<file path="src/sv/assert_macros.svh">
// assertion helpers, clocked on clk and disabled while arst_n is low
`ifndef ASSERT_MACROS_SVH
`define ASSERT_MACROS_SVH

// same-cycle implication
`define FGBE_ASSERT_IMPL(lbl, ante, cons, msg) \
	lbl: assert property (@(posedge clk) disable iff (!arst_n) (ante) |-> (cons)) \
		else $error(msg);

// next-cycle implication
`define FGBE_ASSERT_NEXT(lbl, ante, cons, msg) \
	lbl: assert property (@(posedge clk) disable iff (!arst_n) (ante) |=> (cons)) \
		else $error(msg);

`endif

</file>
<file path="src/sv/fgbe_pkg.sv">
package fgbe_pkg;

	localparam int ANGLE_W = 32;
	localparam int TIME_W  = 22;
	localparam int BIAS_W  = 22;
	localparam int LIM_W   = 21;
	localparam int GAIN_W  = 17;
	localparam int STAT_W  = 2;
	localparam int AXES    = 3;
	localparam int AXIS_W  = 2;

	localparam int SCALE_W = 20;
	localparam logic [SCALE_W-1:0] RATE_SCALE = 20'd1000000;

	// |angle| * 1e6 < 2^51
	localparam int MAG_W   = 51;
	localparam int DVD_W   = 52;
	localparam int RATE_W  = 52;
	localparam int DIFF_W  = RATE_W + 1;
	localparam int ERR_W   = BIAS_W + 1;
	localparam int PROD_W  = ERR_W + GAIN_W + 1;
	localparam int ACC_W   = PROD_W + 1;
	localparam int STEP_W  = ACC_W - 16;
	localparam int NB_W    = STEP_W + 1;

	localparam int DIV_STEPS = 2;
	localparam int DIV_ITER  = DVD_W / DIV_STEPS;
	localparam int DIV_CNT_W = $clog2(DIV_ITER + 1);

	localparam logic [GAIN_W-1:0] GAIN_ONE = 17'd65536;

	localparam int S_TDATA_W = 240;
	localparam int M_TDATA_W = 72;

	localparam int APB_DW = 32;
	localparam int APB_AW = 5;
	localparam int REG_IDX_W = 3;

	localparam logic [REG_IDX_W-1:0] REG_MAX_INTERVAL = 3'd0;
	localparam logic [REG_IDX_W-1:0] REG_MAX_MISMATCH = 3'd1;
	localparam logic [REG_IDX_W-1:0] REG_MIN_INTERVAL = 3'd2;
	localparam logic [REG_IDX_W-1:0] REG_SPIKE_LIMIT  = 3'd3;
	localparam logic [REG_IDX_W-1:0] REG_FILTER_GAIN  = 3'd4;

	typedef logic [STAT_W-1:0] status_t;
	localparam status_t STATUS_RESET   = 2'd0;
	localparam status_t STATUS_UPDATED = 2'd1;
	localparam status_t STATUS_SKIPPED = 2'd2;

	typedef struct packed {
		logic [TIME_W-1:0] max_interval_us;
		logic [TIME_W-1:0] max_mismatch_us;
		logic [TIME_W-1:0] min_interval_us;
		logic [LIM_W-1:0]  spike_limit;
		logic [GAIN_W-1:0] filter_gain;
	} cfg_t;

endpackage

</file>
<file path="src/sv/fgbe_regs.sv">
module fgbe_regs
	import fgbe_pkg::*;
(
	input  logic              clk,
	input  logic              arst_n,
	input  logic              psel,
	input  logic              penable,
	input  logic              pwrite,
	input  logic [APB_AW-1:0] paddr,
	input  logic [APB_DW-1:0] pwdata,
	output logic [APB_DW-1:0] prdata,
	output logic              pready,
	output cfg_t              cfg
);

	cfg_t                 cfg_q;
	logic [REG_IDX_W-1:0] idx;
	logic                 wr_en;

	assign idx    = paddr[APB_AW-1:2];
	assign wr_en  = psel & penable & pwrite;
	assign pready = 1'b1;
	assign cfg    = cfg_q;

	always_ff @(posedge clk or negedge arst_n) begin
		if (!arst_n) begin
			cfg_q.max_interval_us <= 22'd1000000;
			cfg_q.max_mismatch_us <= 22'd100000;
			cfg_q.min_interval_us <= 22'd10000;
			cfg_q.spike_limit     <= 21'd1677722;
			cfg_q.filter_gain     <= 17'd655;
		end else if (wr_en) begin
			case (idx)
				REG_MAX_INTERVAL: cfg_q.max_interval_us <= pwdata[TIME_W-1:0];
				REG_MAX_MISMATCH: cfg_q.max_mismatch_us <= pwdata[TIME_W-1:0];
				REG_MIN_INTERVAL: cfg_q.min_interval_us <= pwdata[TIME_W-1:0];
				REG_SPIKE_LIMIT:  cfg_q.spike_limit     <= pwdata[LIM_W-1:0];
				REG_FILTER_GAIN:  cfg_q.filter_gain     <= pwdata[GAIN_W-1:0];
				default: ;
			endcase
		end
	end

	always_comb begin
		case (idx)
			REG_MAX_INTERVAL: prdata = APB_DW'(cfg_q.max_interval_us);
			REG_MAX_MISMATCH: prdata = APB_DW'(cfg_q.max_mismatch_us);
			REG_MIN_INTERVAL: prdata = APB_DW'(cfg_q.min_interval_us);
			REG_SPIKE_LIMIT:  prdata = APB_DW'(cfg_q.spike_limit);
			REG_FILTER_GAIN:  prdata = APB_DW'(cfg_q.filter_gain);
			default:          prdata = '0;
		endcase
	end

endmodule

</file>
<file path="src/sv/fgbe_div.sv">
module fgbe_div
	import fgbe_pkg::*;
(
	input  logic              clk,
	input  logic              arst_n,
	input  logic              start,
	input  logic [DVD_W-1:0]  dividend,
	input  logic [TIME_W-1:0] divisor,
	output logic              busy,
	output logic              done,
	output logic [DVD_W-1:0]  quotient
);

	logic [TIME_W-1:0]    rem_q;
	logic [DVD_W-1:0]     dvd_q;
	logic [TIME_W-1:0]    dsr_q;
	logic [DIV_CNT_W-1:0] cnt_q;
	logic                 busy_q;
	logic                 done_q;

	logic [TIME_W-1:0] rem_n;
	logic [DVD_W-1:0]  dvd_n;
	logic [TIME_W:0]   trial;

	// restoring division, two quotient bits per cycle
	always_comb begin
		rem_n = rem_q;
		dvd_n = dvd_q;
		trial = '0;
		for (int k = 0; k < DIV_STEPS; k++) begin
			trial = {rem_n, dvd_n[DVD_W-1]};
			if (trial >= {1'b0, dsr_q}) begin
				trial = trial - {1'b0, dsr_q};
				dvd_n = {dvd_n[DVD_W-2:0], 1'b1};
			end else begin
				dvd_n = {dvd_n[DVD_W-2:0], 1'b0};
			end
			rem_n = trial[TIME_W-1:0];
		end
	end

	always_ff @(posedge clk or negedge arst_n) begin
		if (!arst_n) begin
			busy_q <= 1'b0;
			done_q <= 1'b0;
			cnt_q  <= '0;
		end else begin
			done_q <= 1'b0;
			if (start) begin
				busy_q <= 1'b1;
				cnt_q  <= DIV_CNT_W'(DIV_ITER);
			end else if (busy_q) begin
				cnt_q <= cnt_q - 1'b1;
				if (cnt_q == DIV_CNT_W'(1)) begin
					busy_q <= 1'b0;
					done_q <= 1'b1;
				end
			end
		end
	end

	always_ff @(posedge clk) begin
		if (start) begin
			rem_q <= '0;
			dvd_q <= dividend;
			dsr_q <= divisor;
		end else if (busy_q) begin
			rem_q <= rem_n;
			dvd_q <= dvd_n;
		end
	end

	assign busy     = busy_q;
	assign done     = done_q;
	assign quotient = dvd_q;

endmodule

</file>
<file path="src/sv/flow_gyro_bias_estimator.sv">
// Optical-flow gyro bias estimator. Each input beat carries the IMU delta angle and interval and
// the flow sensor's integrated gyro angle and interval; each beat gives exactly one output beat
// with the three bias values after the step and a status (0 interval too long, 1 updated,
// 2 skipped). A reset or skipped beat goes from accept straight to output. For an updating beat,
// every axis needs two angle*1e6/interval divisions on the one shared divider, which retires two
// quotient bits per cycle, each division passing through operand setup (ST_MUL), start (ST_DIVGO)
// and wait (ST_DIV), then the filter steps ST_DIFF, ST_SCALE and ST_WB for that axis.
// s_tready is high only while no beat is in work; a finished result waits in the output register.
`include "assert_macros.svh"

module flow_gyro_bias_estimator
	import fgbe_pkg::*;
(
	input  logic                 clk,
	input  logic                 arst_n,
	input  logic                 s_tvalid,
	output logic                 s_tready,
	// imu_angle_x, imu_angle_y, imu_angle_z, imu_interval_us,
	// flow_angle_x, flow_angle_y, flow_angle_z, flow_interval_us
	input  logic [S_TDATA_W-1:0] s_tdata,
	output logic                 m_tvalid,
	input  logic                 m_tready,
	// bias_x, bias_y, bias_z
	output logic [M_TDATA_W-1:0] m_tdata,
	// step_status
	output logic [STAT_W-1:0]    m_tuser,
	input  logic                 psel,
	input  logic                 penable,
	input  logic                 pwrite,
	input  logic [APB_AW-1:0]    paddr,
	input  logic [APB_DW-1:0]    pwdata,
	output logic [APB_DW-1:0]    prdata,
	output logic                 pready
);

	typedef enum logic [6:0] {
		ST_IDLE  = 7'b0000001,
		ST_MUL   = 7'b0000010,
		ST_DIVGO = 7'b0000100,
		ST_DIV   = 7'b0001000,
		ST_DIFF  = 7'b0010000,
		ST_SCALE = 7'b0100000,
		ST_WB    = 7'b1000000
	} state_t;

	localparam logic signed [NB_W-1:0] NB_MAX = NB_W'(2097151);
	localparam logic signed [NB_W-1:0] NB_MIN = -NB_W'(2097152);

	cfg_t cfg;

	fgbe_regs u_regs (
		.clk     (clk),
		.arst_n  (arst_n),
		.psel    (psel),
		.penable (penable),
		.pwrite  (pwrite),
		.paddr   (paddr),
		.pwdata  (pwdata),
		.prdata  (prdata),
		.pready  (pready),
		.cfg     (cfg)
	);

	state_t state_q;
	logic   out_pend_q;

	logic [ANGLE_W-1:0] imu_ang_q [AXES];
	logic [ANGLE_W-1:0] flow_ang_q [AXES];
	logic [TIME_W-1:0]  imu_dt_q;
	logic [TIME_W-1:0]  flow_dt_q;
	status_t            status_q;
	logic [AXIS_W-1:0]  axis_q;
	logic               phase_q;
	logic               neg_q;
	logic [MAG_W-1:0]   prod_q;
	logic signed [RATE_W-1:0] ref_rate_q;
	logic signed [RATE_W-1:0] flow_rate_q;
	logic signed [BIAS_W-1:0] dclamp_q;
	logic signed [PROD_W-1:0] scaled_q;
	logic signed [BIAS_W-1:0] bias_q [AXES];

	logic                 m_tvalid_q;
	logic [M_TDATA_W-1:0] m_tdata_q;
	status_t              m_tuser_q;

	logic [TIME_W-1:0] in_imu_dt;
	logic [TIME_W-1:0] in_flow_dt;
	logic [TIME_W-1:0] dt_diff;
	status_t           in_status;
	logic              accept;
	logic              out_free;

	logic [ANGLE_W-1:0] ang_sel;
	logic [ANGLE_W-1:0] ang_mag;
	logic [MAG_W-1:0]   prod_c;

	logic              div_start;
	logic              div_busy;
	logic              div_done;
	logic [DVD_W-1:0]  div_quot;
	logic [TIME_W-1:0] div_dsr;
	logic signed [RATE_W-1:0] rate_c;

	logic signed [DIFF_W-1:0] diff_c;
	logic signed [DIFF_W-1:0] lim_c;
	logic signed [BIAS_W-1:0] clamp_c;
	logic signed [BIAS_W-1:0] bias_sel;
	logic signed [ERR_W-1:0]  err_c;
	logic [GAIN_W-1:0]        gain_eff;
	logic signed [GAIN_W:0]   gain_s;
	logic signed [ACC_W-1:0]  acc_c;
	logic signed [STEP_W-1:0] step_c;
	logic signed [NB_W-1:0]   nb_c;
	logic signed [BIAS_W-1:0] nb_sat;
	logic [AXES*BIAS_W-1:0]   bias_all;

	// beat decode and step classification
	assign in_imu_dt  = s_tdata[117:96];
	assign in_flow_dt = s_tdata[235:214];
	assign dt_diff    = (in_imu_dt > in_flow_dt) ? in_imu_dt - in_flow_dt
	                                             : in_flow_dt - in_imu_dt;

	always_comb begin
		if (in_imu_dt > cfg.max_interval_us) begin
			in_status = STATUS_RESET;
		end else if (dt_diff < cfg.max_mismatch_us && in_imu_dt > cfg.min_interval_us
		             && in_flow_dt != '0) begin
			in_status = STATUS_UPDATED;
		end else begin
			in_status = STATUS_SKIPPED;
		end
	end

	assign s_tready = (state_q == ST_IDLE) && !out_pend_q;
	assign accept   = s_tvalid && s_tready;
	assign out_free = !m_tvalid_q || m_tready;

	// rate numerator magnitude
	assign ang_sel = phase_q ? flow_ang_q[axis_q] : imu_ang_q[axis_q];
	assign ang_mag = ang_sel[ANGLE_W-1] ? (~ang_sel + 1'b1) : ang_sel;
	assign prod_c  = MAG_W'(ang_mag) * MAG_W'(RATE_SCALE);

	assign div_start = (state_q == ST_DIVGO);
	assign div_dsr   = phase_q ? flow_dt_q : imu_dt_q;

	fgbe_div u_div (
		.clk      (clk),
		.arst_n   (arst_n),
		.start    (div_start),
		.dividend ({1'b0, prod_q}),
		.divisor  (div_dsr),
		.busy     (div_busy),
		.done     (div_done),
		.quotient (div_quot)
	);

	// truncation toward zero: divide magnitudes, then restore the sign
	assign rate_c = neg_q ? -$signed(div_quot) : $signed(div_quot);

	// spike clamp
	assign diff_c = DIFF_W'(flow_rate_q) - DIFF_W'(ref_rate_q);
	assign lim_c  = $signed({{(DIFF_W-LIM_W){1'b0}}, cfg.spike_limit});

	always_comb begin
		if (diff_c > lim_c) begin
			clamp_c = lim_c[BIAS_W-1:0];
		end else if (diff_c < -lim_c) begin
			clamp_c = BIAS_W'(-lim_c);
		end else begin
			clamp_c = diff_c[BIAS_W-1:0];
		end
	end

	// low-pass filter, round half up
	assign bias_sel = bias_q[axis_q];
	assign err_c    = ERR_W'(dclamp_q) - ERR_W'(bias_sel);
	assign gain_eff = (cfg.filter_gain > GAIN_ONE) ? GAIN_ONE : cfg.filter_gain;
	assign gain_s   = $signed({1'b0, gain_eff});
	assign acc_c    = ACC_W'(scaled_q) + ACC_W'(32768);
	assign step_c   = acc_c[ACC_W-1:16];
	assign nb_c     = NB_W'(bias_sel) + NB_W'(step_c);

	always_comb begin
		if (nb_c > NB_MAX) begin
			nb_sat = NB_MAX[BIAS_W-1:0];
		end else if (nb_c < NB_MIN) begin
			nb_sat = NB_MIN[BIAS_W-1:0];
		end else begin
			nb_sat = nb_c[BIAS_W-1:0];
		end
	end

	assign bias_all = {bias_q[2], bias_q[1], bias_q[0]};

	// sequencer
	always_ff @(posedge clk or negedge arst_n) begin
		if (!arst_n) begin
			state_q    <= ST_IDLE;
			out_pend_q <= 1'b0;
			axis_q     <= '0;
			phase_q    <= 1'b0;
			status_q   <= STATUS_SKIPPED;
			for (int i = 0; i < AXES; i++) begin
				bias_q[i] <= '0;
			end
		end else begin
			case (state_q)
				ST_IDLE: begin
					if (accept) begin
						status_q <= in_status;
						axis_q   <= '0;
						phase_q  <= 1'b0;
						if (in_status == STATUS_UPDATED) begin
							state_q <= ST_MUL;
						end else begin
							out_pend_q <= 1'b1;
						end
					end
				end
				ST_MUL:   state_q <= ST_DIVGO;
				ST_DIVGO: state_q <= ST_DIV;
				ST_DIV: begin
					if (div_done) begin
						if (!phase_q) begin
							phase_q <= 1'b1;
							state_q <= ST_MUL;
						end else begin
							state_q <= ST_DIFF;
						end
					end
				end
				ST_DIFF:  state_q <= ST_SCALE;
				ST_SCALE: state_q <= ST_WB;
				ST_WB: begin
					bias_q[axis_q] <= nb_sat;
					phase_q        <= 1'b0;
					if (axis_q == AXIS_W'(AXES - 1)) begin
						state_q    <= ST_IDLE;
						out_pend_q <= 1'b1;
					end else begin
						axis_q  <= axis_q + 1'b1;
						state_q <= ST_MUL;
					end
				end
				default: state_q <= ST_IDLE;
			endcase
			if (out_pend_q && out_free) begin
				out_pend_q <= 1'b0;
			end
		end
	end

	always_ff @(posedge clk) begin
		if (accept) begin
			imu_ang_q[0]  <= s_tdata[31:0];
			imu_ang_q[1]  <= s_tdata[63:32];
			imu_ang_q[2]  <= s_tdata[95:64];
			imu_dt_q      <= in_imu_dt;
			flow_ang_q[0] <= s_tdata[149:118];
			flow_ang_q[1] <= s_tdata[181:150];
			flow_ang_q[2] <= s_tdata[213:182];
			flow_dt_q     <= in_flow_dt;
		end
		if (state_q == ST_MUL) begin
			prod_q <= prod_c;
			neg_q  <= ang_sel[ANGLE_W-1];
		end
		if (state_q == ST_DIV && div_done) begin
			if (phase_q) begin
				flow_rate_q <= rate_c;
			end else begin
				ref_rate_q <= rate_c;
			end
		end
		if (state_q == ST_DIFF) begin
			dclamp_q <= clamp_c;
		end
		if (state_q == ST_SCALE) begin
			scaled_q <= err_c * gain_s;
		end
	end

	// output register
	always_ff @(posedge clk or negedge arst_n) begin
		if (!arst_n) begin
			m_tvalid_q <= 1'b0;
		end else if (out_pend_q && out_free) begin
			m_tvalid_q <= 1'b1;
		end else if (m_tready) begin
			m_tvalid_q <= 1'b0;
		end
	end

	always_ff @(posedge clk) begin
		if (out_pend_q && out_free) begin
			m_tdata_q <= M_TDATA_W'(bias_all);
			m_tuser_q <= status_q;
		end
	end

	assign m_tvalid = m_tvalid_q;
	assign m_tdata  = m_tdata_q;
	assign m_tuser  = m_tuser_q;

	`FGBE_ASSERT_IMPL(a_div_idle_start, div_start, !div_busy,
		"divider restarted while busy")
	`FGBE_ASSERT_IMPL(a_div_done_state, div_done, state_q == ST_DIV,
		"divider finished outside the wait state")
	`FGBE_ASSERT_NEXT(a_bias_hold, state_q != ST_WB, $stable(bias_all),
		"bias changed outside write-back")
	`FGBE_ASSERT_IMPL(a_upd_only_math, state_q == ST_DIV || state_q == ST_WB,
		status_q == STATUS_UPDATED, "arithmetic ran for a non-updating beat")

endmodule
</file>
<file path="config.mk">
export PLATFORM = sky130hd
export DESIGN_NAME = flow_gyro_bias_estimator
export DESIGN_NICKNAME = d
export VERILOG_FILES = /design/src/sv/fgbe_pkg.sv /design/src/sv/fgbe_regs.sv /design/src/sv/fgbe_div.sv /design/src/sv/flow_gyro_bias_estimator.sv
export VERILOG_INCLUDE_DIRS = /design/src /design/src/sv
export SDC_FILE = /design/constraint.sdc
export NUM_CORES = 2
export LEC_CHECK = 0
export BUFFER_PORTS_ARGS = -buffer_cell sky130_fd_sc_hd__buf_2
export CORE_MARGIN = 2
export CORE_UTILIZATION = 63
export DETAILED_ROUTE_END_ITERATION = 10
export GPL_TIMING_DRIVEN = 0
export PLACE_DENSITY_LB_ADDON = 0.12
export REMOVE_ABC_BUFFERS = 1
export SETUP_SLACK_MARGIN = 0.15
export SLEW_MARGIN = 20
export SYNTH_ARGS = -nofsm -noshare
export SYNTH_HDL_FRONTEND = slang
export SYNTH_HIERARCHICAL = 1
export SYNTH_SLANG_ARGS = --single-unit
</file>
<file path="constraint.sdc">
create_clock -name clk -period 15.3 [get_ports clk]
set_clock_uncertainty 0.05 [all_clocks]
set_input_delay 1.53 -clock clk [delete_from_list [all_inputs] [get_ports clk]]
set_output_delay 1.53 -clock clk [all_outputs]
set_load 0.02 [all_outputs]
</file>
After elaboration in Yosys (flattened, before gate mapping)
Memory sizes are Yosys's and may differ from the RTL's.
Cells that the tools add are included.
{ "op_classes": {"n_mul": 2, "eq_ne": 21, "addsub": 13, "reduce_logical": 29, "mux": 54, "bitwise": 5, "magnitude_cmp": 13} }
{ "ops": {"columns": ["cell", "n"], "rows": [
  ["22-bit two-way mux", 10],
  ["22-bit case mux with 5 select lines", 1],
  ["51-bit two-way mux", 2],
  ["22-bit subtractor", 4],
  ["66-bit bitwise mux", 1],
  ["22-bit > comparator", 3],
  ["32-bit two-way mux", 2],
  ["53-bit by 22-bit > comparator with 1-bit output", 1],
  ["53-bit < comparator", 1],
  ["21-bit negation with 53-bit output", 1],
  ["52-bit by 52-bit subtractor with 53-bit output", 1],
  ["52-bit two-way mux", 1],
  ["52-bit negation", 1],
  ["7-bit case mux with 7 select lines", 1],
  ["23-bit by 22-bit greater-or-equal comparator with 1-bit output", 2],
  ["32-bit by 14-bit multiplier with 45-bit output, second input constant", 1],
  ["22-bit binary-select mux with 2-bit select", 1],
  ["22-bit demux with 2-bit select", 1],
  ["41-bit by 17-bit adder with 42-bit output, second input constant", 1],
  ["23-bit by 18-bit multiplier with 41-bit output", 1],
  ["32-bit by 1-bit adder with 32-bit output, second input constant", 1],
  ["32-bit NOT", 1],
  ["22-bit by 26-bit adder with 27-bit output", 1],
  ["27-bit by 22-bit > comparator with 1-bit output, second input constant", 1],
  ["47 further kinds", 96]
]} }
{ "totals": {"ff_bits": 612, "ram_bits": 192, "out_inout_bits": 109, "mem_count": 2} }
{ "memory_table": {"columns": ["name", "depth", "width", "read_ports", "rd_clocked_by_memory_dff", "write_ports", "line_no", "source"], "rows": [
  ["flow_ang_q", 3, 32, 1, 0, 3, "flow_gyro_bias_estimator.sv:68", "logic [ANGLE_W-1:0] flow_ang_q [AXES];"],
  ["imu_ang_q", 3, 32, 1, 0, 3, "flow_gyro_bias_estimator.sv:67", "logic [ANGLE_W-1:0] imu_ang_q [AXES];"]
]} }

Longest topological paths before layout
{ "logic_depth": {"ltp_word": 12, "ltp_mapped": 50} }

Modules after synthesis
Netlist, hierarchy kept.
{ "by_module_without_submodules": {"columns": ["module", "instances", "cells_each", "area_each_um2", "seq_area_each_um2"], "rows": [
  ["flow_gyro_bias_estimator", 1, 5491, 55080.3, 17078.9],
  ["fgbe_div", 1, 662, 6842.8, 2837.7],
  ["fgbe_regs", 1, 340, 4939.7, 2646.3]
]} }

Worst setup path after synthesis
OpenSTA, ideal clock, no wires.
{ "synth_path": {"kind": "reg-to-reg", "from": "register axis_q[0]", "to": "register scaled_q[40], data pin", "required_time_ps": 14990, "arrival_ps": 12018, "stages_incl_launch_ff": 46, "setup_time_ps": 260, "n_path_buf": 8, "slack_ps": 2972, "cell_sequence": "dfrtp_1 > clkbuf_1 > clkbuf_1 > buf_1 > buf_2 > clkbuf_1 > buf_1 > mux2i_1 > o21ai_0 > ha_1 > inv_1 > fa_1 > a21o_1 > a21oi_1 > o21ai_0 > a21o_1 > a21o_1 > a41oi_1 > [10 not listed] > clkbuf_1 > xnor2_1 > xnor2_1 > fa_1 > fa_1 > inv_1 > fa_1 > inv_1 > ha_1 > a21o_1 > a21oi_1 > o21ai_0 > a21oi_1 > o31ai_1 > and2_1 > o21a_1 > nor2_1 > xnor2_1"} }
{ "synth_between": {"elab_chain_len": 6} }
{ "synth_rtl": {"columns": ["item", "line_no", "source"], "rows": [
  ["from (decl)", "flow_gyro_bias_estimator.sv:72", "logic [AXIS_W-1:0] axis_q;"],
  ["from (signal assigned)", "flow_gyro_bias_estimator.sv:241", "axis_q <= axis_q + 1'b1;"],
  ["2-bit NOT with 3-bit output (not written as such)", "flow_gyro_bias_estimator.sv:175", "assign bias_sel = bias_q[axis_q];"],
  ["22-bit binary-select mux with 2-bit select", "flow_gyro_bias_estimator.sv:175", null],
  ["22-bit two-way mux (not written as such) (2 in series)", "flow_gyro_bias_estimator.sv:175", null],
  ["22-bit by 22-bit subtractor with 23-bit output", "flow_gyro_bias_estimator.sv:176", "assign err_c = ERR_W'(dclamp_q) - ERR_W'(bias_sel);"],
  ["23-bit by 18-bit multiplier with 41-bit output", "flow_gyro_bias_estimator.sv:279", "scaled_q <= err_c * gain_s;"],
  ["to (signal assigned)", "flow_gyro_bias_estimator.sv:279", null],
  ["to (decl)", "flow_gyro_bias_estimator.sv:79", "logic signed [PROD_W-1:0] scaled_q;"]
]} }
No other way between the ends. The select of a mux whose other input is x is not followed.
A chain may end at the register's enable or synchronous reset.

Worst setup path after layout
{ "layout_path": {"from": "register axis_q[1]", "to": "register scaled_q[40], data pin"} }
Same word-level chain as after synthesis.

==> metrics <==
outcome=complete, no violations; YS warnings=6; Reg clk slew, reported paths=roughly 0.070 ns; largest area contributor in the netlist=edfxtp_1; cells on worst reg2reg path=43; cell area after synthesis=0.06686 sq mm; gr usage total=31.87%; RSZ-0062 raised after global routing=false; max_cap viols=0; most frequent cells in the layout=inv_1 (957), ha_1 (580), edfxtp_1 (576); fin crit period=between 10 and 15 ns; DRT iter0 DRCs=3999; I/O pin count=around 400; most common cell after layout, fill and taps aside=inv_1; Post-DP Area=0.07047 sq mm; core area=0.1053 sq mm; Worst EP arrival=13.24 ns; Hold Path Cell Cnt=0; Port Buffers=359; global route total overflow=0; Initial Util=63.52%; Final Slew Violations=0; reg2reg end=scaled_q[40]$_DFFE_PP_; first-pass GRT wire length=about 270000 um; Fin Setup TNS=0 ns; Post-DP HPWL=135100 um; final hold vios=0; worst hold start=status_q[0]$_DFFE_PN0P_; CTS tree=yes; critical path capture point type=flip-flop; Crit Path Class=reg -> reg; design area=about 0.073 sq mm; antenna viol nets, final=0; worst hold path type=reg -> reg; total clock sinks=between 700 and 800; Multi-input gate area=0.03996 sq mm; Die Y=between 300 and 400 um; std cell rows=~120; Syn Inst Count=6493; max incr delay on CP=0.84 ns; CP startpoint kind=flip-flop; synthesis-stage register bit count=789; Synth cell types=about 110; Max FO, Critical Path=23; fmax=approximately 80 MHz; post-route clock period utilization=between 80% and 90%; Synth top area share=roughly a quarter; R2R Path Start=axis_q[1]$_DFFE_PN0P_; via count=just under 50000; number of post-CTS setup repair buffers=0; post-synthesis area per instance=10.30 sq um; share of post-route cells with drive strength above 1=between 10 and 15%; EDFF count, synth=between 500 and 600; largest cells by area after synthesis=edfxtp_1 (26%), fa_1 (16%), ha_1 (11%), dfrtp_1 (5.8%), inv_1 (5.4%); Seq/Total Area, Yosys=33.75%; DRT Pass-1 Iters=6; Storage cell area=0.02257 sq mm; P&R area growth vs syn=9.854%; drt total wl=around 170000 um; critical path data required time=15.67 ns; Post-CTS Resized=0; worst-margin pin slew=about 1.3 ns; Clock Latency Late Sink=0.70 ns; Rel. slew slack=between 10% and 20%; nets=8152; Max Buffers Root-to-Sink=3; CTS buffer count=85; root buf cell=clkbuf_16; drt wl/cell=between 20 and 25 um; Worst Hold Path EP=m_tuser[0]$_DFFE_PP_; H-tree levels=3; hold buffers post-CTS=0; vias per inst=5.926; largest net degree at the start of global routing=between 100 and 150; R2R setup slack=2.43 ns; Critical path origin=axis_q[1]$_DFFE_PN0P_; FILL cells=7894; slowest CP cell=xnor2_1; Primary FF master, synth=edfxtp_1; Die Span X=329.8 um; initial antenna violation count=21; number of global-route vias before repair=between 40000 and 50000; setup violators final=0; DRC Markers=0; die area=0.1088 sq mm; asr flop ratio synth=24.21%; gpl congestion=0.9635
==> kinds of logic (layout without fill, tap and decap cells) <==
group           after synthesis  after routing  synth area share, %
buf+inv                    1204           1531                7.030
simple gates               1567           1567                11.08
mux                         334            334                6.173
other cells                   3             36              0.01684
compound gates             1143           1143                10.90
fa+ha+maj                  1105           1105                26.50
xor+xnor                    348            348                4.558
flops                       789            789                33.75
==> per-stage QoR <==
step	cells	hold slack [ns]	worst slack (ns)	util [%]
finish	8244	0.4017	2.426	69.78
global placement	8023	0.3862	-1.004	65.92
floorplan	6273	0.3756	3.203	-
detailed placement	8072	0.3890	2.757	66.95
global route	8241	0.4088	1.773	69.77
CTS	8232	0.4034	2.715	69.70
==> final cells by class <==
cell class / instances / share of cell area [%]
timing repair buffer: 408 / 3.577
multi-input combinational: 4521 / 54.40
inverter: 963 / 4.942
antenna: 12 / 0.04088
tap: 1391 / 2.369
clock inverter: 53 / 0.8500
sequential: 789 / 30.73
clock buffer: 107 / 3.090
==> worst max-delay path: cells and delay by family (launching register included) <==
kind,cells,cell delay (ns)
AOI/OAI and AO/OA,17,4.48
xor gates and xnor gates,2,1.35
adders and majority gates,9,4.18
buffers and inverters,7,0.65
DFF,1,0.55
and+or+nand+nor,8,1.27
==> flip-flops by register name (all words and copies together), names as in the netlist, 5 cells and up <==
name / count
bias_all: 66
dclamp_q: 22
flow_ang_q: 96
flow_dt_q: 22
flow_rate_q: 52
imu_ang_q: 96
imu_dt_q: 22
m_tdata: 66
prod_q: 45
ref_rate_q: 52
scaled_q: 26
state_q: 7
u_div/cnt_q: 5
u_div/dsr_q: 22
u_div/quotient: 52
u_div/rem_q: 22
u_regs/cfg: 104
==> cells in the mapped netlist (all sizes together) (68+ instances only) <==
cell	n
nor2	520
mux2i	91
buf	68
fa	520
nand3	81
nor3	119
xor2	93
edfxtp	576
xnor2	255
nand2	419
inv	962
a21o	150
a21oi	416
dfrtp	154
clkbuf	173
ha	580
mux2	207
o21ai	198
==> per-layer routing <==
metal	part of all wire (%)	GRT usage (%)
met1	42	43.19
met2	45	49.61
met3	8.9	7.885
met4	4.1	12.56
met5	0.041	0
==> worst max-delay path by stage <==
stage / endpoint / cells past startpoint / slack (ns)
after global placement: scaled_q[40]$_DFFE_PP_ / 38 / -1.00
after detailed placement: scaled_q[40]$_DFFE_PP_ / 43 / 2.76
after global routing: scaled_q[40]$_DFFE_PP_ / 43 / 1.77
after floorplan: scaled_q[40]$_DFFE_PP_ / 40 / 3.20
after CTS: scaled_q[40]$_DFFE_PP_ / 43 / 2.72
final: scaled_q[40]$_DFFE_PP_ / 43 / 2.43
Power is not shown: default switching activity piles up to over one toggle a cycle in this logic, so the estimate is an artifact.
